**config.mk**
```make
export PLATFORM = sky130hd
export DESIGN_NAME = fixed_length_event_frame_parser_top_flat
export DESIGN_NICKNAME = d
export VERILOG_FILES = /design/src/sv/flef_pkg.sv /design/src/sv/flef_if.sv /design/src/sv/flef_in_stage.sv /design/src/sv/flef_parser.sv /design/src/sv/flef_out_stage.sv /design/src/sv/fixed_length_event_frame_parser_top.sv /design/src/flat_wrapper.sv
export SDC_FILE = /design/constraint.sdc
export NUM_CORES = 1
export LEC_CHECK = 0
export ABC_AREA = 1
export BUFFER_PORTS_ARGS = -buffer_cell sky130_fd_sc_hd__buf_2
export CORE_MARGIN = 2
export CORE_UTILIZATION = 55
export DETAILED_ROUTE_END_ITERATION = 8
export PLACE_DENSITY = 0.78
export SYNTH_ARGS = -nofsm -noshare
export SYNTH_HDL_FRONTEND = slang
export SYNTH_HIERARCHICAL = 1
export SYNTH_SLANG_ARGS = --single-unit
```
**constraint.sdc**
```tcl
create_clock -name clk -period 6.9 [get_ports clk]
set_clock_uncertainty 0.15 [all_clocks]
set_input_delay 1.38 -clock clk [delete_from_list [all_inputs] [get_ports clk]]
set_output_delay 1.38 -clock clk [all_outputs]
set_load 0.005 [all_outputs]
```
**src/sv/flef_pkg.sv**
```systemverilog
// Types and constants shared by the fixed-length event frame parser.
package flef_pkg;

    // Frame layout: header, length byte, payload, two trailer bytes.
    localparam int unsigned FRAME_LEN = 13;
    localparam int unsigned COUNT_W   = 4;
    localparam int unsigned CFG_W     = 8;

    localparam logic [7:0] LENGTH_CODE = 8'(FRAME_LEN);

    // Configuration register indexes.
    localparam logic CFG_HEADER_VALUE = 1'b0;
    localparam logic CFG_EVENT_ENABLE = 1'b1;

    typedef enum logic [2:0] {
        PH_HUNT      = 3'd0,
        PH_LENGTH    = 3'd1,
        PH_PAYLOAD   = 3'd2,
        PH_TRAILER_A = 3'd3,
        PH_TRAILER_B = 3'd4
    } phase_t;

    typedef struct packed {
        logic [7:0]         command;
        logic signed [31:0] param_one;
        logic signed [31:0] param_two;
        logic signed [31:0] param_three;
    } event_t;

endpackage

```
**src/sv/flef_if.sv**
```systemverilog
// Handshake interfaces for the received byte channel and the event channel.
interface flef_byte_if;
    logic       valid;
    logic       ready;
    logic [7:0] rx_byte;

    modport source (output valid, output rx_byte, input ready);
    modport sink   (input valid, input rx_byte, output ready);
endinterface

interface flef_event_if;
    logic               valid;
    logic               ready;
    logic [7:0]         command;
    logic signed [31:0] param_one;
    logic signed [31:0] param_two;
    logic signed [31:0] param_three;

    modport source (output valid, output command, output param_one, output param_two,
                    output param_three, input ready);
    modport sink   (input valid, input command, input param_one, input param_two,
                    input param_three, output ready);
endinterface

```
**src/sv/flef_in_stage.sv**
```systemverilog
// Input register holding one received byte until the parser takes it.
module flef_in_stage
    import flef_pkg::*;
(
    input  logic       clk,
    input  logic       rst_n,
    input  logic       in_valid,
    input  logic [7:0] in_byte,
    input  logic       advance,
    output logic       in_ready,
    output logic       hold_valid,
    output logic [7:0] hold_byte
);

    logic       valid_reg;
    logic [7:0] byte_reg;

    // The stage can take a byte when empty or when its byte moves on this cycle.
    assign in_ready   = !valid_reg || advance;
    assign hold_valid = valid_reg;
    assign hold_byte  = byte_reg;

    always_ff @(posedge clk or negedge rst_n)
    begin
        if (!rst_n)
        begin
            valid_reg <= 1'b0;
        end
        else if (in_valid && in_ready)
        begin
            valid_reg <= 1'b1;
        end
        else if (advance)
        begin
            valid_reg <= 1'b0;
        end
    end

    always_ff @(posedge clk)
    begin
        if (in_valid && in_ready)
        begin
            byte_reg <= in_byte;
        end
    end

endmodule

```
**src/sv/flef_parser.sv**
```systemverilog
// Frame state machine with the payload shift line and event assembly.
module flef_parser
    import flef_pkg::*;
(
    input  logic       clk,
    input  logic       rst_n,
    input  logic       advance,
    input  logic [7:0] rx_byte,
    input  logic [7:0] header_value,
    input  logic       event_enable,
    output logic       ev_valid,
    output event_t     ev
);

    phase_t             phase_reg, phase_next;
    logic [COUNT_W-1:0] count_reg, count_next;
    logic [7:0]         pl_reg [FRAME_LEN];
    logic               shift_en;

    always_ff @(posedge clk or negedge rst_n)
    begin
        if (!rst_n)
        begin
            phase_reg <= PH_HUNT;
            count_reg <= '0;
        end
        else if (advance)
        begin
            phase_reg <= phase_next;
            count_reg <= count_next;
        end
    end

    always_comb
    begin
        phase_next = phase_reg;
        count_next = count_reg;
        shift_en   = 1'b0;
        ev_valid   = 1'b0;
        case (phase_reg)
            PH_HUNT:
            begin
                if (rx_byte == header_value)
                begin
                    phase_next = PH_LENGTH;
                end
            end
            PH_LENGTH:
            begin
                count_next = '0;
                if (rx_byte == LENGTH_CODE)
                begin
                    phase_next = PH_PAYLOAD;
                end
                else
                begin
                    phase_next = PH_HUNT;
                end
            end
            PH_PAYLOAD:
            begin
                shift_en   = 1'b1;
                count_next = count_reg + 1'b1;
                if (count_reg == COUNT_W'(FRAME_LEN - 1))
                begin
                    phase_next = PH_TRAILER_A;
                end
            end
            PH_TRAILER_A:
            begin
                phase_next = PH_TRAILER_B;
            end
            PH_TRAILER_B:
            begin
                ev_valid   = advance && event_enable;
                phase_next = PH_HUNT;
                count_next = '0;
            end
            default:
            begin
                phase_next = PH_HUNT;
                count_next = '0;
            end
        endcase
    end

    // Payload bytes enter at the top and drift down, so after a full payload
    // the first byte sits at the bottom entry.
    always_ff @(posedge clk)
    begin
        if (advance && shift_en)
        begin
            for (int i = 0; i < FRAME_LEN - 1; i++)
            begin
                pl_reg[i] <= pl_reg[i+1];
            end
            pl_reg[FRAME_LEN-1] <= rx_byte;
        end
    end

    assign ev.command     = pl_reg[0];
    assign ev.param_one   = {pl_reg[4], pl_reg[3], pl_reg[2], pl_reg[1]};
    assign ev.param_two   = {pl_reg[8], pl_reg[7], pl_reg[6], pl_reg[5]};
    assign ev.param_three = {pl_reg[12], pl_reg[11], pl_reg[10], pl_reg[9]};

endmodule

```
**src/sv/flef_out_stage.sv**
```systemverilog
// Result register that holds one event until the receiver takes it.
module flef_out_stage
    import flef_pkg::*;
(
    input  logic   clk,
    input  logic   rst_n,
    input  logic   load,
    input  logic   ev_valid,
    input  event_t ev,
    input  logic   out_ready,
    output logic   out_valid,
    output event_t out_event
);

    logic   valid_reg;
    event_t event_reg;

    assign out_valid = valid_reg;
    assign out_event = event_reg;

    always_ff @(posedge clk or negedge rst_n)
    begin
        if (!rst_n)
        begin
            valid_reg <= 1'b0;
        end
        else if (load)
        begin
            valid_reg <= ev_valid;
        end
        else if (out_ready)
        begin
            valid_reg <= 1'b0;
        end
    end

    always_ff @(posedge clk)
    begin
        if (load && ev_valid)
        begin
            event_reg <= ev;
        end
    end

endmodule

```
**src/sv/fixed_length_event_frame_parser_top.sv**
```systemverilog
// Top level of the fixed-length event frame parser.
//
// The rx channel carries one received byte per item. The parser hunts for the
// header byte (configuration register 0), expects a length byte of 13, collects
// 13 payload bytes and skips two trailer bytes. After the second trailer byte it
// delivers one item on the evt channel, holding the command byte and three signed
// little-endian 32-bit parameters, provided event delivery (register 1) is on.
//
// Throughput is one byte per cycle while the receiver does not stall. A byte is
// accepted into the input register and parsed from there; an event is loaded
// into the result register when its last trailer byte is parsed and is offered
// on evt from it. These two registers bound the single stage of parsing logic.
//
// When the receiver stalls with an event waiting, the result register keeps that
// event and the input register can still take one byte; every further byte is
// held off until the event has been taken, whether or not it would make one.
// Reset returns the parser to hunting, empties both registers and restores the
// header value 0x55 with event delivery on. The user must write configuration
// via cfg_we, cfg_index and cfg_data while the block is idle; it does not check.
module fixed_length_event_frame_parser_top
    import flef_pkg::*;
(
    input  logic             clk,
    input  logic             rst_n,
    flef_byte_if.sink        rx,
    flef_event_if.source     evt,
    input  logic             cfg_we,
    input  logic             cfg_index,
    input  logic [CFG_W-1:0] cfg_data
);

    logic [7:0] header_value_reg;
    logic       event_enable_reg;

    logic       hold_valid;
    logic [7:0] hold_byte;
    logic       advance;
    logic       ev_valid;
    event_t     ev;
    event_t     out_event;

    // Configuration registers; there is no read-back.
    always_ff @(posedge clk or negedge rst_n)
    begin
        if (!rst_n)
        begin
            header_value_reg <= 8'h55;
            event_enable_reg <= 1'b1;
        end
        else if (cfg_we)
        begin
            case (cfg_index)
                CFG_HEADER_VALUE: header_value_reg <= cfg_data[7:0];
                CFG_EVENT_ENABLE: event_enable_reg <= cfg_data[0];
                default:          header_value_reg <= header_value_reg;
            endcase
        end
    end

    // The held byte is parsed whenever the result register is free or is being
    // emptied in the same cycle; a byte that yields no event still waits so that
    // the order of events is kept simple and a stall never loses a result.
    assign advance = hold_valid && (!evt.valid || evt.ready);

    flef_in_stage u_in_stage (
        .clk        (clk),
        .rst_n      (rst_n),
        .in_valid   (rx.valid),
        .in_byte    (rx.rx_byte),
        .advance    (advance),
        .in_ready   (rx.ready),
        .hold_valid (hold_valid),
        .hold_byte  (hold_byte)
    );

    flef_parser u_parser (
        .clk          (clk),
        .rst_n        (rst_n),
        .advance      (advance),
        .rx_byte      (hold_byte),
        .header_value (header_value_reg),
        .event_enable (event_enable_reg),
        .ev_valid     (ev_valid),
        .ev           (ev)
    );

    flef_out_stage u_out_stage (
        .clk       (clk),
        .rst_n     (rst_n),
        .load      (advance),
        .ev_valid  (ev_valid),
        .ev        (ev),
        .out_ready (evt.ready),
        .out_valid (evt.valid),
        .out_event (out_event)
    );

    assign evt.command     = out_event.command;
    assign evt.param_one   = out_event.param_one;
    assign evt.param_two   = out_event.param_two;
    assign evt.param_three = out_event.param_three;

    // A new event only ever comes from a parsed second trailer byte.
    a_event_source: assert property (@(posedge clk) disable iff (!rst_n)
        $rose(evt.valid) |-> $past(advance && ev_valid))
        else $error("event appeared without a completed frame");

    // With delivery switched off the parser never offers an event.
    a_event_gated: assert property (@(posedge clk) disable iff (!rst_n)
        ev_valid |-> event_enable_reg)
        else $error("event offered while delivery is off");

    // A held byte that cannot move on blocks the input channel.
    a_no_overrun: assert property (@(posedge clk) disable iff (!rst_n)
        (hold_valid && !advance) |-> !rx.ready)
        else $error("input register would be overwritten");

endmodule
```
**src/flat_wrapper.sv**
```systemverilog
// flat-port wrapper written by rule: the top's interface ports become plain ports
module fixed_length_event_frame_parser_top_flat import flef_pkg::*;
  (clk, rst_n, cfg_we, cfg_index, cfg_data, rx_valid, rx_rx_byte, rx_ready, evt_valid, evt_command, evt_param_one, evt_param_two, evt_param_three, evt_ready);
  flef_byte_if rx_i ();
  flef_event_if evt_i ();
  input  logic clk;
  input  logic rst_n;
  input  logic cfg_we;
  input  logic cfg_index;
  input  logic [CFG_W-1:0] cfg_data;
  input wire logic [$bits(rx_i.valid)-1:0] rx_valid;
  input wire logic [$bits(rx_i.rx_byte)-1:0] rx_rx_byte;
  output wire logic [$bits(rx_i.ready)-1:0] rx_ready;
  output wire logic [$bits(evt_i.valid)-1:0] evt_valid;
  output wire logic [$bits(evt_i.command)-1:0] evt_command;
  output wire logic [$bits(evt_i.param_one)-1:0] evt_param_one;
  output wire logic [$bits(evt_i.param_two)-1:0] evt_param_two;
  output wire logic [$bits(evt_i.param_three)-1:0] evt_param_three;
  input wire logic [$bits(evt_i.ready)-1:0] evt_ready;
  assign rx_i.valid = rx_valid;
  assign rx_i.rx_byte = rx_rx_byte;
  assign rx_ready = rx_i.ready;
  assign evt_valid = evt_i.valid;
  assign evt_command = evt_i.command;
  assign evt_param_one = evt_i.param_one;
  assign evt_param_two = evt_i.param_two;
  assign evt_param_three = evt_i.param_three;
  assign evt_i.ready = evt_ready;
  fixed_length_event_frame_parser_top u_core (.clk(clk), .rst_n(rst_n), .rx(rx_i), .evt(evt_i), .cfg_we(cfg_we), .cfg_index(cfg_index), .cfg_data(cfg_data));
endmodule
```
# Yosys cells after proc, flatten, opt, wreduce, memory -nomap -nowiden
# Memory sizes are Yosys's and may differ from the RTL's. A register that Yosys moved wholly into a read port is not among the register bits.
# Index checks and enable logic that the tools add are counted.
# totals
register_bits	122
ramBits	104
inputBits	22
out_inout_bits	106
wordCells	53
mem_count	1
# op_classes
n_addsub	1
eq_ne	9
muxes	13
n_bitwise	2
n_reduce_logical	17
# memory_table
name	depth	width	rd	rd_clocked_by_memory_dff	wr	line	rtl
u_core.u_parser.pl_reg	13	8	13	1	13	flef_parser.sv:17	logic [7:0] pl_reg [FRAME_LEN];
# ops
operator	count
3-bit one-hot mux with 4 select lines	1
8-bit by 4-bit == test with 1-bit output, second input constant	1
8-bit == test	1
1-bit two-way mux	8
4-bit one-hot mux with 2 select lines	1
3-bit by 2-bit == test with 1-bit output, second input constant	2
3-bit two-way mux	2
2-bit AND reduction	3
1-bit logical AND	5
4-bit by 1-bit adder with 4-bit output, second input constant	1
4-bit == test, second input constant	1
2-bit != test, second input constant	2
2-bit nonzero test	2
3-bit by 1-bit == test with 1-bit output, second input constant	1
3-bit == test, second input constant	1
3-bit logical NOT	1
3-bit AND reduction	1
1-bit logical NOT	2
1-bit logical OR	2
2-bit two-way mux	1
1-bit NOT	2
2-bit OR reduction	1

# Depth between registers and ports, before layout
# logic_depth
ltp_word	6
mapped_depth	10
mapped_depth_nobuf	10

# Hierarchy
# Netlist, hierarchy kept.
# modules_own_cells
module	instances	cells_per_inst	area_each_um2
flef_parser	1	193	3697.3
flef_out_stage	1	110	3166.8
fixed_length_event_frame_parser_top	1	42	385.4
flef_in_stage	1	14	285.3

# Worst setup path before layout
# Ideal clock, no wire load.
# synth_timing
kind	input-to-reg
start	in evt_ready
end	mem u_core.u_parser.pl_reg[0][0], enable pin
setup_ns	0.570
t_arrival_ns	6.458
setup_slack_ns	-0.279
stages	4
n_path_buf	0
path_cell_list	inv_1 > a21boi_0 > inv_1 > nor2_1
# synth_lines
element	line	rtl
start: declaration	flat_wrapper.sv:19	input wire logic [$bits(evt_i.ready)-1:0] evt_ready;
end: declaration	flef_parser.sv:17	

==> results.tsv <==
stage	metric	value	unit
timing	fin_setup_tns	0	ns
critical_path	crit_type	in -> reg	
layout	syn_to_final_growth	21.2	%
placement	globalplace.congestion	0.759	
critical_path	required	6.87	ns
placement	placedCellCount	664	
synthesis	synth-compound-area-share	0.00614	
synthesis	yosys_warnings	6	
layout	layout.nets	536	
timing	fin_crit_sh	0.573	
power	ir_drop	212	uV
outcome	outcome	complete, no violations	
critical_path	crit_arrival	3.92	ns
power	leakagePower	3.39	nW
synthesis	synth.net_count	383	
layout	diodes	0	
global_routing	gr-total-overflow	0	
routing	drt_first_pass_iters	5	
synthesis	yosys-top-cells-area	edfxtp_1, dfrtp_1, nand2_1, dfstp_2, inv_1	
critical_path	r2r_start	u_core/u_out_stage/out_valid	
synthesis	synth_top_area_cell	edfxtp_1	
floorplan	die_x	121	um
clock_network	tritoncts	yes	
timing	setup_violations	0	
synthesis	synth-seq-area-share	0.921	
clock_network	ctsResizeCount	0	
critical_path	r2r_cells	4	
floorplan	die_h	121	um
critical_path	r2r_slack	3.55	ns
synthesis	synth_area	7530	um2
floorplan	placementRows	42	
critical_path	cp-end-kind	flip-flop	
routing	vias_per_cell	4.93	
clock_network	cts_buffers	22	
critical_path	crit_path_max_fanout	43	
clock_network	clock_sinks	234	
floorplan	die-area	14700	um2
routing	drt_iter0_drc	236	
layout	instances_no_fill	703	
global_routing	track_usage	0.145	
global_routing	antenna_found_initial	0	
power	power_density	338	nW/um2
min_path	holdPathStages	0	
floorplan	start_util	0.567	
synthesis	ys_seq_elements	234	
global_routing	grt_pass1_vias	3360	
global_routing	grt_max_degree	71	
synthesis	synth-simple-area-share	0.0515	
timing	maxClockFrequency	253	MHz
routing	drc	0	
timing	tightest_slew	1.16	ns
critical_path	timing.rr.end	u_core/u_parser/pl_reg[10][6]	
synthesis	post-synth-top-area-fraction	0.861	
placement	hpwl	6830	um
clock_network	cts_max_path_buffers	3	
synthesis	syn_area_per_cell	21.0	um2
clock_network	clock_latency	0.49	ns
critical_path	cp-start-kind	input pin	
layout	nFillCells	838	
routing	wire_per_inst	15.2	um
synthesis	synth_top_family_by_area	simple AND/OR/NAND/NOR gates	
timing	max_slew_margin	0.223	
routing	wirelength	10700	um
synthesis	netlist-cell-type-count	25	
synthesis	synth-adder-area-share	0.00332	
timing	drv_slew	0	
min_path	hold_class	reg -> reg	
clock_network	clockRootBuffer	clkbuf_16	
routing	vias	3464	
synthesis	syn_inst	359	
timing	hold_viol_final	0	
layout	drive_gt1_frac	0.336	
synthesis	synth-xor-area-share	0.00465	
placement	pre_cts_ws	2.43	ns
placement	io_buffers	127	
clock_network	clk_pin_slew	0.06	ns
min_path	hp-start	u_core/u_parser/pl_reg[0][5]	
flow_run	drv_cap	0	
global_routing	grt_first_pass_wirelength	16500	um
floorplan	core_area	13300	um2
timing	final.setup.worst_slack	2.95	ns
routing	detail-route-antenna-nets	0	
timing	rsz0062_at_grt	no	
min_path	whs_endpoint	u_core/u_out_stage/out_event[101]	
synthesis	synthMuxAreaShare	0	
clock_network	postCtsSetupBuffers	0	
timing	period_minus_slack	3.95	ns
clock_network	cts_hold_buf	0	
floorplan	top_level_ports	128	
clock_network	ctsHtreeMaxLevel	1	
## synthesized netlist by cell type (all sizes together)
cell type	count
a21boi	1
edfxtp	216
o21a	1
nand2	57
xnor2	4
a21oi	4
nand4	1
inv	23
buf	1
ha	2
and3	1
nand3	15
a31oi	1
dfstp	5
nor3	4
nor4	1
dfrtp	13
o21ai	1
nor2	8
## critical path: stages
cell and delay (ns):
buf_2 0.09, inv_1 0.03, a21boi_0 0.56, inv_1 0.28, nor2_4 0.95, buf_4 0.59
## routing by layer
| metal | global-route usage | part of all wire | wire length (um) |
|---|---|---|---|
| met1 | 0.201 | 0.44 | 4680 |
| met2 | 0.236 | 0.48 | 5100 |
| met3 | 0.0343 | 0.071 | 758 |
| met4 | 0.0385 | 0.013 | 144 |
| met5 | 0 | 0 | 0 |
## stage by stage
step                      area (um2)  power (mW)  utilization  hold slack, ns
after floorplan                 7540        1.88            -           0.250
after global placement          8410        1.93        0.633           0.254
after detailed placement        8410        1.95        0.633           0.255
after CTS                       9130        3.12        0.687           0.270
after global routing            9130        3.21        0.687           0.273
final                           9130        3.08        0.687           0.271
## worst max path at each step
stage,endpoint,from,cells after the start
2_1_floorplan,u_core/u_parser/pl_reg[0][0],evt_ready,4
4_1_cts,u_core/u_parser/pl_reg[10][6],evt_ready,6
3_3_place_gp,u_core/u_parser/pl_reg[12][6],evt_ready,6
3_5_place_dp,u_core/u_parser/pl_reg[12][6],evt_ready,6
5_1_grt,u_core/u_parser/pl_reg[2][4],evt_ready,6
6_report,u_core/u_parser/pl_reg[10][6],evt_ready,6
## final cells by class
class	count	area [um2]	share of cell area
clock buffer	28	573	0.0628
clock inverter	11	144	0.0158
inverter	23	88.8	0.00973
multi-input combinational	101	502	0.0550
sequential	234	6940	0.761
tap	176	220	0.0241
timing repair buffer	130	658	0.0721
## placed cells by master (no fill, tap or decap), types with 2 or more instances in the layout
cell / count
nand2_2: 3
inv_1: 20
bufinv_16: 3
nand3_1: 14
nand2_1: 53
clkbuf_16: 22
buf_4: 3
dfstp_2: 5
nor2_2: 2
dfrtp_1: 13
nor3_1: 3
a21oi_1: 4
xnor2_1: 4
buf_2: 127
clkbuf_1: 6
nor2_1: 5
edfxtp_1: 216
clkinv_1: 3
ha_1: 2
clkinv_2: 2
inv_2: 2
## power breakdown
group          switching [mW]  leakage [nW]  total [mW]  internal, mW
Clock                   0.462         0.345        1.17         0.703
Combinational           0.120         0.877       0.169        0.0492
Sequential             0.0559          2.17        1.75          1.69
Total                   0.638          3.39        3.08          2.45
## logic make-up after synthesis
family	Yosys count
compound gates	8
xor+xnor	4
buf+inv	24
flops	234
simple gates	87
fa+ha+maj	2
No activity file was read; power rests on OpenSTA's default activity.
